File: config.mk
export PLATFORM = sky130hd
export DESIGN_NAME = servo_angle_to_pwm_interpolator_unit
export DESIGN_NICKNAME = d
export VERILOG_FILES = /design/src/hdl/sapi_pkg.sv /design/src/hdl/sapi_fifo.sv /design/src/hdl/sapi_front.sv /design/src/hdl/sapi_back.sv /design/src/hdl/servo_angle_to_pwm_interpolator_unit.sv
export SDC_FILE = /design/constraint.sdc
export NUM_CORES = 2
export LEC_CHECK = 0
export BUFFER_PORTS_ARGS = -buffer_cell sky130_fd_sc_hd__buf_2
export CAP_MARGIN = 0
export CORE_MARGIN = 3
export CORE_UTILIZATION = 50
export DETAILED_ROUTE_END_ITERATION = 7
export GPL_ROUTABILITY_DRIVEN = 1
export PLACE_DENSITY = 0.65
export SYNTH_ARGS = -nofsm -noshare
export SYNTH_HDL_FRONTEND = slang
export SYNTH_SLANG_ARGS = --single-unit
File: constraint.sdc
create_clock -name clk -period 14.9 [get_ports clk]
set_input_delay 2.98 -clock clk [delete_from_list [all_inputs] [get_ports clk]]
set_output_delay 2.98 -clock clk [all_outputs]
set_load 0.01 [all_outputs]
File: src/hdl/sapi_pkg.sv
`timescale 1ns / 1ps
`default_nettype none
package sapi_pkg;

  localparam int TABLE_POINTS_DEF    = 38;
  localparam int ANGLE_FRAC_BITS_DEF = 4;
  localparam int ANGLE_W             = 12;
  localparam int PWM_W               = 16;
  localparam int IDX_FIELD_W         = 6;
  localparam int LIMIT_W             = 11;
  localparam logic [LIMIT_W-1:0] LIMIT_RESET = 11'd576;
  localparam int BUILTIN_POINTS      = 38;
  localparam int JOB_FIFO_DEPTH      = 2;
  localparam int RES_FIFO_DEPTH      = 2;
  localparam int DIV_STEPS           = PWM_W;
  localparam int DIV_CNT_W           = $clog2(DIV_STEPS);

  localparam logic FUNC_WRITE = 1'b1;

  // built-in calibration points, angle in half degrees
  localparam logic signed [7:0] BUILTIN_HALF_DEG [BUILTIN_POINTS] = '{
    -72, -64, -58, -52, -48, -44, -40, -36, -28, -26, -20, -14, -12, -8, -4, -2,
    0, 2, 3, 6, 9, 14, 17, 20, 24, 26, 28, 30, 32, 34, 40, 42, 44, 46, 48, 50,
    51, 72
  };
  localparam logic [PWM_W-1:0] BUILTIN_PWM [BUILTIN_POINTS] = '{
    3400, 3410, 3420, 3500, 3600, 3750, 3800, 3900, 4000, 4100, 4200, 4300,
    4400, 4500, 4600, 4700, 4800, 4900, 5000, 5100, 5200, 5300, 5400, 5500,
    5600, 5700, 5800, 5900, 6000, 6100, 6200, 6300, 6400, 6500, 6600, 6700,
    6700, 7350
  };

  typedef struct packed {
    logic                      func;
    logic signed [ANGLE_W-1:0] angle;
    logic [IDX_FIELD_W-1:0]    point_index;
    logic [PWM_W-1:0]          point_pwm;
  } sapi_in_t;

  typedef struct packed {
    logic [PWM_W-1:0] pwm_value;
    logic             was_clamped;
  } sapi_out_t;

  typedef enum logic {
    JOB_CONVERT,
    JOB_WRITE
  } job_kind_t;

  typedef struct packed {
    job_kind_t                 kind;
    logic signed [ANGLE_W-1:0] angle;
    logic [IDX_FIELD_W-1:0]    point_index;
    logic [PWM_W-1:0]          point_pwm;
    logic                      clamped;
  } sapi_job_t;

  typedef enum logic [2:0] {
    BK_IDLE,
    BK_FIRST,
    BK_SCAN,
    BK_MUL,
    BK_DIV,
    BK_FIN,
    BK_DONE
  } bk_state_t;

  function automatic logic signed [7:0] builtin_half(input logic [IDX_FIELD_W-1:0] idx);
    logic signed [7:0] r;
    r = '0;
    if (idx < BUILTIN_POINTS) begin
      r = BUILTIN_HALF_DEG[idx];
    end
    return r;
  endfunction

  function automatic logic [PWM_W-1:0] builtin_pwm(input logic [IDX_FIELD_W-1:0] idx);
    logic [PWM_W-1:0] r;
    r = '0;
    if (idx < BUILTIN_POINTS) begin
      r = BUILTIN_PWM[idx];
    end
    return r;
  endfunction

endpackage
`default_nettype wire

File: src/hdl/sapi_fifo.sv
`timescale 1ns / 1ps
`default_nettype none
module sapi_fifo import sapi_pkg::*; #(
  parameter int DATA_W = PWM_W,
  parameter int DEPTH  = JOB_FIFO_DEPTH
) (
  input  logic              clk,
  input  logic              rst_n,
  input  logic              push,
  input  logic [DATA_W-1:0] wdata,
  output logic              full,
  input  logic              pop,
  output logic [DATA_W-1:0] rdata,
  output logic              empty
);

  localparam int PTR_W = (DEPTH > 1) ? $clog2(DEPTH) : 1;
  localparam int CNT_W = $clog2(DEPTH + 1);

  logic [DATA_W-1:0] mem_r [DEPTH];
  logic [PTR_W-1:0]  wr_ptr_r;
  logic [PTR_W-1:0]  rd_ptr_r;
  logic [CNT_W-1:0]  cnt_r;
  logic              do_push;
  logic              do_pop;

  assign full    = (cnt_r == CNT_W'(DEPTH));
  assign empty   = (cnt_r == '0);
  assign do_push = push && !full;
  assign do_pop  = pop && !empty;
  assign rdata   = mem_r[rd_ptr_r];

  always_ff @(posedge clk) begin
    if (do_push) begin
      mem_r[wr_ptr_r] <= wdata;
    end
  end

  always_ff @(posedge clk) begin
    if (!rst_n) begin
      wr_ptr_r <= '0;
      rd_ptr_r <= '0;
      cnt_r    <= '0;
    end else begin
      if (do_push) begin
        wr_ptr_r <= (wr_ptr_r == PTR_W'(DEPTH - 1)) ? '0 : wr_ptr_r + 1'b1;
      end
      if (do_pop) begin
        rd_ptr_r <= (rd_ptr_r == PTR_W'(DEPTH - 1)) ? '0 : rd_ptr_r + 1'b1;
      end
      if (do_push && !do_pop) begin
        cnt_r <= cnt_r + 1'b1;
      end else if (do_pop && !do_push) begin
        cnt_r <= cnt_r - 1'b1;
      end
    end
  end

endmodule
`default_nettype wire

File: src/hdl/sapi_front.sv
`timescale 1ns / 1ps
`default_nettype none
module sapi_front import sapi_pkg::*; (
  input  logic               clk,
  input  logic               rst_n,
  input  logic               push,
  input  sapi_in_t           in_data,
  output logic               full,
  input  logic               cfg_we,
  input  logic [LIMIT_W-1:0] cfg_wdata,
  input  logic               job_full,
  output logic               job_push,
  output sapi_job_t          job
);

  logic [LIMIT_W-1:0]      limit_r;
  logic signed [ANGLE_W:0] lim;
  logic signed [ANGLE_W:0] ang;
  logic                    is_write;
  logic                    below;
  logic                    above;

  always_ff @(posedge clk) begin
    if (!rst_n) begin
      limit_r <= LIMIT_RESET;
    end else if (cfg_we) begin
      limit_r <= cfg_wdata;
    end
  end

  assign full     = job_full;
  assign job_push = push && !job_full;

  always_comb begin
    lim      = $signed({2'b00, limit_r});
    ang      = (ANGLE_W + 1)'(in_data.angle);
    is_write = (in_data.func == FUNC_WRITE);
    below    = (ang < -lim);
    above    = (ang > lim);

    job.kind        = is_write ? JOB_WRITE : JOB_CONVERT;
    job.point_index = in_data.point_index;
    job.point_pwm   = in_data.point_pwm;
    job.clamped     = !is_write && (below || above);
    if (is_write) begin
      job.angle = in_data.angle;
    end else if (below) begin
      job.angle = ANGLE_W'(-lim);
    end else if (above) begin
      job.angle = ANGLE_W'(lim);
    end else begin
      job.angle = in_data.angle;
    end
  end

endmodule
`default_nettype wire

File: src/hdl/sapi_back.sv
`timescale 1ns / 1ps
`default_nettype none
module sapi_back import sapi_pkg::*; #(
  parameter int TABLE_POINTS    = TABLE_POINTS_DEF,
  parameter int ANGLE_FRAC_BITS = ANGLE_FRAC_BITS_DEF
) (
  input  logic      clk,
  input  logic      rst_n,
  input  logic      job_empty,
  input  sapi_job_t job,
  output logic      job_pop,
  input  logic      res_full,
  output sapi_out_t res,
  output logic      res_push
);

  localparam int ANG_W  = (ANGLE_FRAC_BITS + 8 > ANGLE_W) ? ANGLE_FRAC_BITS + 8 : ANGLE_W;
  localparam int IDX_W  = $clog2(TABLE_POINTS);
  localparam int ENT_W  = ANG_W + PWM_W;
  localparam int PROD_W = PWM_W + ANG_W;
  localparam logic [IDX_W-1:0] LAST = IDX_W'(TABLE_POINTS - 1);

  bk_state_t state_r;
  bk_state_t state_nxt;

  // calibration table
  logic [ENT_W-1:0]        mem [TABLE_POINTS];
  logic [TABLE_POINTS-1:0] valid_r;
  logic [ENT_W-1:0]        rdat_r;
  logic                    rvalid_r;
  logic [IDX_W-1:0]        raddr_r;
  logic [IDX_W-1:0]        rd_addr;
  logic [IDX_W-1:0]        wr_addr;
  logic                    wr_en;

  logic signed [7:0]       rst_half;
  logic signed [ANG_W-1:0] rst_ang;
  logic [PWM_W-1:0]        rst_pwm;
  logic signed [ANG_W-1:0] cur_ang;
  logic [PWM_W-1:0]        cur_pwm;

  logic signed [ANG_W-1:0] ang_r;
  logic                    clamped_r;
  logic signed [ANG_W-1:0] prev_ang_r;
  logic [PWM_W-1:0]        prev_pwm_r;
  logic signed [ANG_W-1:0] last_ang_r;
  logic [PWM_W-1:0]        last_pwm_r;
  logic [IDX_W-1:0]        scan_idx_r;
  logic [ANG_W-1:0]        span_r;
  logic [ANG_W-1:0]        dist_r;
  logic [PWM_W-1:0]        absd_r;
  logic                    neg_r;
  logic [PWM_W-1:0]        base_r;
  logic [ANG_W-1:0]        rem_r;
  logic [PWM_W-1:0]        lo_r;
  logic [DIV_CNT_W-1:0]    cnt_r;
  logic [PWM_W-1:0]        val_r;

  logic                    at_last;
  logic                    in_seg;
  logic                    scan_done;
  logic                    scan_mul;
  logic [PWM_W-1:0]        scan_val;
  logic signed [ANG_W:0]   span_full;
  logic signed [ANG_W:0]   dist_full;
  logic [PROD_W-1:0]       prod;
  logic [ANG_W:0]          trial;
  logic                    trial_ge;
  logic [ANG_W:0]          trial_sub;
  logic [PWM_W:0]          fin_sum;

  assign wr_addr = job.point_index[IDX_W-1:0];
  assign wr_en   = (state_r == BK_IDLE) && !job_empty && (job.kind == JOB_WRITE) &&
                   ({1'b0, job.point_index} < (IDX_FIELD_W + 1)'(TABLE_POINTS));

  always_ff @(posedge clk) begin
    if (wr_en) begin
      mem[wr_addr] <= {ANG_W'(job.angle), job.point_pwm};
    end
    rdat_r   <= mem[rd_addr];
    rvalid_r <= valid_r[rd_addr];
    raddr_r  <= rd_addr;
  end

  always_ff @(posedge clk) begin
    if (!rst_n) begin
      valid_r <= '0;
    end else if (wr_en) begin
      valid_r[wr_addr] <= 1'b1;
    end
  end

  // unwritten entries read as the built-in point
  always_comb begin
    rst_half = builtin_half(IDX_FIELD_W'(raddr_r));
    rst_pwm  = builtin_pwm(IDX_FIELD_W'(raddr_r));
    rst_ang  = ANG_W'(rst_half) <<< (ANGLE_FRAC_BITS - 1);
    cur_ang  = rvalid_r ? rdat_r[ENT_W-1:PWM_W] : rst_ang;
    cur_pwm  = rvalid_r ? rdat_r[PWM_W-1:0] : rst_pwm;
  end

  // segment search
  always_comb begin
    at_last   = (scan_idx_r == LAST);
    in_seg    = (ang_r >= prev_ang_r) && (ang_r <= cur_ang);
    scan_done = 1'b0;
    scan_mul  = 1'b0;
    scan_val  = last_pwm_r;
    if (scan_idx_r == '0) begin
      if (ang_r <= cur_ang) begin
        scan_done = 1'b1;
        scan_val  = cur_pwm;
      end else if (ang_r >= last_ang_r) begin
        scan_done = 1'b1;
      end
    end else if (in_seg) begin
      if (cur_ang == prev_ang_r) begin
        scan_done = 1'b1;
        scan_val  = prev_pwm_r;
      end else begin
        scan_mul = 1'b1;
      end
    end else if (at_last) begin
      scan_done = 1'b1;
    end
    span_full = (ANG_W + 1)'(cur_ang) - (ANG_W + 1)'(prev_ang_r);
    dist_full = (ANG_W + 1)'(ang_r) - (ANG_W + 1)'(prev_ang_r);
  end

  // restoring divide, one quotient bit per cycle
  always_comb begin
    prod      = PROD_W'(absd_r) * PROD_W'(dist_r);
    trial     = {rem_r, lo_r[PWM_W-1]};
    trial_ge  = (trial >= {1'b0, span_r});
    trial_sub = trial - {1'b0, span_r};
    if (neg_r) begin
      fin_sum = {1'b0, base_r} - {1'b0, lo_r} - (PWM_W + 1)'(rem_r != '0);
    end else begin
      fin_sum = {1'b0, base_r} + {1'b0, lo_r};
    end
  end

  always_comb begin
    state_nxt = state_r;
    case (state_r)
      BK_IDLE: begin
        if (!job_empty && job.kind == JOB_CONVERT) begin
          state_nxt = BK_FIRST;
        end
      end
      BK_FIRST: state_nxt = BK_SCAN;
      BK_SCAN: begin
        if (scan_done) begin
          state_nxt = BK_DONE;
        end else if (scan_mul) begin
          state_nxt = BK_MUL;
        end
      end
      BK_MUL: state_nxt = BK_DIV;
      BK_DIV: begin
        if (cnt_r == '0) begin
          state_nxt = BK_FIN;
        end
      end
      BK_FIN: state_nxt = BK_DONE;
      BK_DONE: begin
        if (!res_full) begin
          state_nxt = BK_IDLE;
        end
      end
      default: state_nxt = BK_IDLE;
    endcase
  end

  always_comb begin
    job_pop         = 1'b0;
    res_push        = 1'b0;
    rd_addr         = '0;
    res.pwm_value   = (val_r == '0) ? last_pwm_r : val_r;
    res.was_clamped = clamped_r;
    case (state_r)
      BK_IDLE: begin
        job_pop = !job_empty;
        rd_addr = LAST;
      end
      BK_SCAN: rd_addr = at_last ? '0 : scan_idx_r + 1'b1;
      BK_DONE: res_push = !res_full;
      default: rd_addr = '0;
    endcase
  end

  always_ff @(posedge clk) begin
    if (!rst_n) begin
      state_r <= BK_IDLE;
    end else begin
      state_r <= state_nxt;
    end
  end

  always_ff @(posedge clk) begin
    case (state_r)
      BK_IDLE: begin
        ang_r     <= ANG_W'(job.angle);
        clamped_r <= job.clamped;
      end
      BK_FIRST: begin
        last_ang_r <= cur_ang;
        last_pwm_r <= cur_pwm;
        scan_idx_r <= '0;
      end
      BK_SCAN: begin
        prev_ang_r <= cur_ang;
        prev_pwm_r <= cur_pwm;
        scan_idx_r <= scan_idx_r + 1'b1;
        val_r      <= scan_val;
        span_r     <= span_full[ANG_W-1:0];
        dist_r     <= dist_full[ANG_W-1:0];
        neg_r      <= (cur_pwm < prev_pwm_r);
        absd_r     <= (cur_pwm < prev_pwm_r) ? prev_pwm_r - cur_pwm : cur_pwm - prev_pwm_r;
        base_r     <= prev_pwm_r;
      end
      BK_MUL: begin
        rem_r <= prod[PROD_W-1:PWM_W];
        lo_r  <= prod[PWM_W-1:0];
        cnt_r <= DIV_CNT_W'(DIV_STEPS - 1);
      end
      BK_DIV: begin
        rem_r <= trial_ge ? trial_sub[ANG_W-1:0] : trial[ANG_W-1:0];
        lo_r  <= {lo_r[PWM_W-2:0], trial_ge};
        cnt_r <= cnt_r - 1'b1;
      end
      BK_FIN: val_r <= fin_sum[PWM_W-1:0];
      default: val_r <= val_r;
    endcase
  end

endmodule
`default_nettype wire

File: src/hdl/servo_angle_to_pwm_interpolator_unit.sv
`timescale 1ns / 1ps
`default_nettype none
// Channel   Handshake           Payload
// input     push / full         in_data   (sapi_in_t)
// result    empty / pop         out_data  (sapi_out_t)
// config    cfg_we              cfg_wdata (angle limit)
//
// A calibration write is done by the back end in its idle state. A convert
// passes FIRST, then one SCAN state per point until the search ends, then the
// multiply and 16-step divide when it lands inside a segment, and waits in DONE
// while the result queue is full; the table scan reads one point per cycle.
// Synchronous reset restores the angle limit and the built-in points at once.
// A two-beat queue sits between front and back and another on the result side.
module servo_angle_to_pwm_interpolator_unit import sapi_pkg::*; #(
  parameter int TABLE_POINTS    = TABLE_POINTS_DEF,
  parameter int ANGLE_FRAC_BITS = ANGLE_FRAC_BITS_DEF
) (
  input  logic               clk,
  input  logic               rst_n,
  input  logic               push,
  output logic               full,
  input  sapi_in_t           in_data,
  output logic               empty,
  input  logic               pop,
  output sapi_out_t          out_data,
  input  logic               cfg_we,
  input  logic [LIMIT_W-1:0] cfg_wdata
);

  sapi_job_t job_in;
  sapi_job_t job_out;
  logic      job_push;
  logic      job_full;
  logic      job_pop;
  logic      job_empty;
  sapi_out_t res;
  logic      res_push;
  logic      res_full;

  sapi_front u_front (
    .clk      (clk),
    .rst_n    (rst_n),
    .push     (push),
    .in_data  (in_data),
    .full     (full),
    .cfg_we   (cfg_we),
    .cfg_wdata(cfg_wdata),
    .job_full (job_full),
    .job_push (job_push),
    .job      (job_in)
  );

  sapi_fifo #(
    .DATA_W($bits(sapi_job_t)),
    .DEPTH (JOB_FIFO_DEPTH)
  ) u_job_q (
    .clk  (clk),
    .rst_n(rst_n),
    .push (job_push),
    .wdata(job_in),
    .full (job_full),
    .pop  (job_pop),
    .rdata(job_out),
    .empty(job_empty)
  );

  sapi_back #(
    .TABLE_POINTS   (TABLE_POINTS),
    .ANGLE_FRAC_BITS(ANGLE_FRAC_BITS)
  ) u_back (
    .clk      (clk),
    .rst_n    (rst_n),
    .job_empty(job_empty),
    .job      (job_out),
    .job_pop  (job_pop),
    .res_full (res_full),
    .res      (res),
    .res_push (res_push)
  );

  sapi_fifo #(
    .DATA_W($bits(sapi_out_t)),
    .DEPTH (RES_FIFO_DEPTH)
  ) u_res_q (
    .clk  (clk),
    .rst_n(rst_n),
    .push (res_push),
    .wdata(res),
    .full (res_full),
    .pop  (pop),
    .rdata(out_data),
    .empty(empty)
  );

endmodule
`default_nettype wire
Word level (Yosys, flattened, before mapping):

Memory sizes are Yosys's and may differ from the RTL's. A register that Yosys moved wholly into a read port is not among the register bits.
Index checks and enable logic that the tools add are counted.

* bits in read-only memories: 1536
* input bits: 51
* bits in latches: 0
* output and inout port bits: 19
* logic and storage cells: 187
* bits in writable memories: 1170
* register bits after elaboration: 247
* memories kept: 5

* muxes and demuxes: 66
* magnitude comparators: 13
* equality and inequality tests: 14
* $mul: 1
* div/mod/pow operators: 0
* shifts and indexed selects: 0
* bitwise gates (word level): 3
* reductions and logical operators: 39
* $add $sub $neg: 19

Memory list
* u_back.mem: depth 38, bits a word 28, read ports 1, clocked after Yosys merged registers in 1, write ports 1, line sapi_back.sv:27 `logic [ENT_W-1:0] mem [TABLE_POINTS];`
* (name not given): depth 64, bits a word 16, read ports 1, clocked after Yosys merged registers in 0, write ports 0, line sapi_pkg.sv:81 `r = BUILTIN_PWM[idx];`
* (name not given): depth 64, bits a word 8, read ports 1, clocked after Yosys merged registers in 0, write ports 0, line sapi_pkg.sv:72 `r = BUILTIN_HALF_DEG[idx];`
* u_job_q.mem_r: depth 2, bits a word 36, read ports 1, clocked after Yosys merged registers in 1, write ports 1, line sapi_fifo.sv:20 `logic [DATA_W-1:0] mem_r [DEPTH];`
* u_res_q.mem_r: depth 2, bits a word 17, read ports 1, clocked after Yosys merged registers in 1, write ports 1, line sapi_fifo.sv:20

Operators by type and width (number)
* 16-bit two-way mux: 11
* 16-bit one-hot mux with 2 select lines: 2
* 12-bit two-way mux: 5
* 16-bit subtractor: 3
* 38-bit bitwise OR: 1
* 12-bit subtractor: 3
* 16-bit by 12-bit multiplier with 28-bit output: 1
* 1-bit two-way mux: 28
* 12-bit greater-or-equal comparator: 2
* 8-bit two-way mux: 3
* 12-bit one-hot mux with 2 select lines: 1
* 6-bit one-hot mux with 2 select lines: 2
* 3-bit one-hot mux with 7 select lines: 1
* 16-bit adder: 1
* 1-bit logical AND: 16
* 16-bit logical NOT: 1
* 16-bit < comparator: 1
* 16-bit by 1-bit subtractor with 16-bit output: 1
* 3-bit two-way mux: 5
* 6-bit by 7-bit < comparator with 1-bit output, second input constant: 2
* 13-bit by 12-bit greater-or-equal comparator with 1-bit output: 1
* 12-bit by 13-bit < comparator with 1-bit output: 1
* 11-bit negator with 13-bit output: 1
* 12-bit == test: 1
* other kinds (34): 61

Depth between registers and ports, before layout:

* word-level depth: 13
* depth in mapped cells: 22
* mapped depth without buffers: 21

Hierarchy:

From an unflattened synthesis, not the netlist that was laid out.

* cell total of the unflattened synthesis: 5891
* area, all modules: 69634.3 µm²

By module, submodules not included
* sapi_back: area an instance 63636.0 µm², instances 1, cells each 5463, seq. area each 38877.3 µm²
* sapi_fifo (u_job_q): area an instance 2829.0 µm², instances 1, cells each 137, seq. area each 2262.2 µm²
* sapi_front: area an instance 1710.4 µm², instances 1, cells each 213, seq. area each 220.2 µm²
* sapi_fifo (u_res_q): area an instance 1458.9 µm², instances 1, cells each 78, seq. area each 1121.1 µm²

Worst setup path before layout:

OpenSTA, ideal clock, no wires.

* path kind: reg2reg
* start point: reg u_back.dist_r[3]
* end point: reg u_back.rem_r[11] (data pin)
* setup slack: 9.438 ns
* data required time: 14.631 ns
* cell stages (with the launch flop): 21
* period minus slack after synthesis: 5.462 ns
* path buffers: 1
* data arrival time: 5.193 ns
* library setup time: 0.269 ns
* cell sequence: edfxtp_1 clkbuf_1 nand2_1 fa_1 fa_1 fa_1 inv_1 fa_1 inv_1 fa_1 inv_1 ha_1 a21o_1 a21oi_1 a21boi_0 o21ai_0 a21oi_1 o211ai_1 a31oi_1 xnor2_1 o21ai_0

* longest elaborated chain between the ends: 2

Ends and longest elaborated chain
* start, declared: line sapi_back.sv:50 `logic [ANG_W-1:0] dist_r;`
* start signal, assigned: line sapi_back.sv:217 `dist_r <= dist_full[ANG_W-1:0];`
* 16-bit by 12-bit multiplier with 28-bit output: line sapi_back.sv:132 `prod = PROD_W'(absd_r) * PROD_W'(dist_r);`
* 12-bit one-hot mux with 2 select lines: line sapi_back.sv:201 `case (state_r)`
* end signal, assigned: line sapi_back.sv:223 `rem_r <= prod[PROD_W-1:PWM_W];`
* end signal, assigned: line sapi_back.sv:228 `rem_r <= trial_ge ? trial_sub[ANG_W-1:0] : trial[ANG_W-1:0];`
* end, declared: line sapi_back.sv:54 `logic [ANG_W-1:0] rem_r;`

Every way passes these cells.
A chain may end at the register's enable or synchronous reset.

Worst setup path in the final report:

* start point: reg u_back.dist_r[4]
* end point: reg u_back.rem_r[9] (data pin)

The elaborated chain is that of the path after synthesis.

==> metrics <==
Synth Cell Area 69,400 um2; Reg2Reg Depth 20; Post-Route WL 182 mm; GP Congestion 0.897; # DRC 0; grt ovf 0; hold path depth 0; clk_lat worst skew 0.80 ns; Post-Route Setup TNS 0 ns; Die Ht 379 um; crit path max fanout 16; Layout area overhead 10.3%; Nets 6,301; # IOs 70; Post-Syn Instances 5,879; first-pass detailed-route iteration total 6; DR vias/cell 5.93; number of global-route vias before repair 44,500; syn avg cell area 11.8 um2; Synth async-reset ratio 0%; Finished Layout Cells 7,780; Post-DRT Antenna Nets 0; Post-CTS Setup Inserts 0; post-synth top area cell edfxtp_1; Multi-input gate area 24,400 um2; Worst-path clk slew 0.06 ns; synthesized flop and latch total 1,447; syn_nets 6,317; count of final hold-check violations 0; Die Area 143,000 um2; Max stage delay on crit path 0.76 ns; Slew Limit Headroom 20.1%; Post-synth EDFFs 1,350; Die W 379 um; DR iter-0 viols 4,460; final worst-path cycle share 40.0%; vias 46,100; initial antenna violation count 5; critical-path cell list nand2_1, fa_1, fa_1, fa_1, inv_1, fa_1, inv_1, fa_1, inv_1, ha_1, a21o_1, a21oi_1, a21boi_0, buf_4, o21ai_0, a21oi_1, o21ai_0, a21oi_1, xor2_1, mux2i_1; core region area 138,000 um2; All-Layer GR Usage 25.2%; Site Rows 136; synth warn 0; Initial Util 50.4%; Arr. time, crit path 6.47 ns; CTS resizes 0; worst hold path type reg -> reg; RSZ-0062 raised after global routing no; Worst R2R Setup Slack 8.94 ns; Final Max Slew Viols 0; Max-Cap Viols 0; largest net degree at the start of global routing 154; most frequent cells in the layout nand2_1, edfxtp_1, nand3_1; Clock Skews 0.0400 ns; Yosys cell types 82; cts bufs inserted 152; # clock sinks 1,447; Min Clock Period, post-route 5.96 ns; register area 42,500 um2; first-pass GRT wire length 272 mm; ratio of cells with drive above 1 in the final layout 9.07%; TritonCTS clock tree done; Slew @ Worst Pin 1.19 ns; IO buf count 69; most numerous cell on the critical path fa_1; reg2reg start u_back.dist_r[4]$_DFFE_PP_; most common cell after layout, fill and taps aside nand2_1; status finished clean; Hold EP u_back.base_r[15]$_DFFE_PP_; main flop type after synthesis edfxtp_1; root buf cell clkbuf_16; worst hold slack 0.459 ns; worst reg2reg path endpoint u_back.rem_r[9]$_DFFE_PP_; register area share after synthesis 61.2%; placed cells 7,503; critical path data required time 15.41 ns; CTS hold repair buffers 0; clock buffer depth 3; Routed WL per cell 23.4 um; Crit Path Class reg -> reg; Synth top area share 58.4%; fillers 11,400; Critical Path End Type register; final setup fails 0; top cells by area, synth edfxtp_1, nand2_1, ha_1; CP max-delay cell edfxtp_1; hpwl dp 107 mm; max frequency 168 MHz; Hold Path Origin u_back.prev_pwm_r[15]$_DFFE_PP_; Critical Path Source Type register; H-Tree Depth 4
-- worst max path at each step --
stage | start | endpoint | depth (start not counted)
2_1_floorplan | u_back.dist_r[3]$_DFFE_PP_ | u_back.rem_r[11]$_DFFE_PP_ | 20
5_1_grt | u_back.dist_r[3]$_DFFE_PP_ | u_back.rem_r[9]$_DFFE_PP_ | 20
3_3_place_gp | in_data[23] | u_job_q.mem_r[0][23]$_DFFE_PP_ | 11
6_report | u_back.dist_r[4]$_DFFE_PP_ | u_back.rem_r[9]$_DFFE_PP_ | 20
3_5_place_dp | in_data[23] | u_job_q.mem_r[0][23]$_DFFE_PP_ | 11
4_1_cts | u_back.dist_r[4]$_DFFE_PP_ | u_back.rem_r[11]$_DFFE_PP_ | 20
-- flip-flops by register name (all words and copies together) (netlist names), 12 cells and up, named ones only --
register	count
u_back.rem_r	12
u_back.lo_r	16
u_back.prev_ang_r	12
u_back.dist_r	12
u_back.last_pwm_r	16
u_back.valid_r	38
u_back.span_r	12
u_back.mem	1064
u_job_q.mem_r	72
u_back.ang_r	12
u_back.val_r	16
u_back.absd_r	16
u_res_q.mem_r	34
u_back.prev_pwm_r	16
u_back.last_ang_r	12
u_back.rdat_r	28
u_back.base_r	16
-- metal layers --
layer	share of wire [%]	track usage, %	up-vias
li1	-	-	21100
met1	42	33.8	23000
met2	48	41.6	1769
met3	7.2	4.25	343
met4	3.2	8.58	2
met5	0.0071	0	-
-- cell families (layout without fill, tap and decap cells) --
group           Yosys count  in the layout  synth area share (%)
mux                      98             98                  1.51
xor+xnor                 93             93                  1.17
simple gates           2290           2290                  14.5
compound gates          867            867                  8.94
flops                  1447           1447                  61.2
other cells               0              1                     0
fa+ha+maj               387            387                  8.57
buf+inv                 697            803                  4.16
-- cells in the mapped netlist, types with 9 or more instances --
cell type  number
dfxtp_1        97
a31oi_1        78
a21oi_1       155
a2bb2oi_1      11
nor3_1         35
nand2b_1       21
and2_1         87
xor2_1         35
edfxtp_1     1350
mux2_2         56
nand3_1       378
o21bai_1       11
buf_6          11
xnor2_1        58
ha_1          239
a21o_1         62
a211oi_1       27
o22ai_1         9
nor4_1         12
inv_1         366
a221oi_2       18
fa_1          148
or3_1          13
buf_2          93
a31o_2         18
o31ai_1         9
buf_4          20
buf_1          11
mux2i_1        42
nor2_1        159
a311oi_1      148
o21a_1         54
a31o_1         10
or2_2          14
nand2_1      1363
o21ai_0       128
clkbuf_1      191
nand4_1        20
o211ai_1       17
and3_1        127
o32ai_1        36
nor2b_1        40
a221oi_1       13
-- metrics by stage --
stage | instance area [um2] | worst slack, ns | utilization, %
floorplan | 69400 | 9.44 | -
global placement | 71600 | 8.86 | 52.0
detailed placement | 71600 | 8.85 | 52.0
CTS | 76600 | 8.94 | 55.6
global route | 76600 | 8.52 | 55.6
finish | 76600 | 8.94 | 55.6
-- final cells by class --
class                   instances  share of cell area [%]
inverters                     371                    1.85
diodes                          1                 0.00327
multi-input cells            3735                    31.9
repair buffers                156                    1.34
clock buffers                 203                    5.43
clock inverters                73                    1.05
well taps                    1794                    2.93
flip-flops and latches       1447                    55.5
-- worst max-delay path: cells and delay by family (launching register included) --
family                     cells  cell delay [ns]
adders and majority gates      6             2.81
AOI/OAI and AO/OA              7             1.40
DFF                            1             0.76
buffers and inverters          4             0.32
and+or+nand+nor                1             0.17
xor gates and xnor gates       1             0.15
muxes                          1             0.08
Power is not shown: default switching activity piles up to over one toggle a cycle in this logic, so the estimate is an artifact.
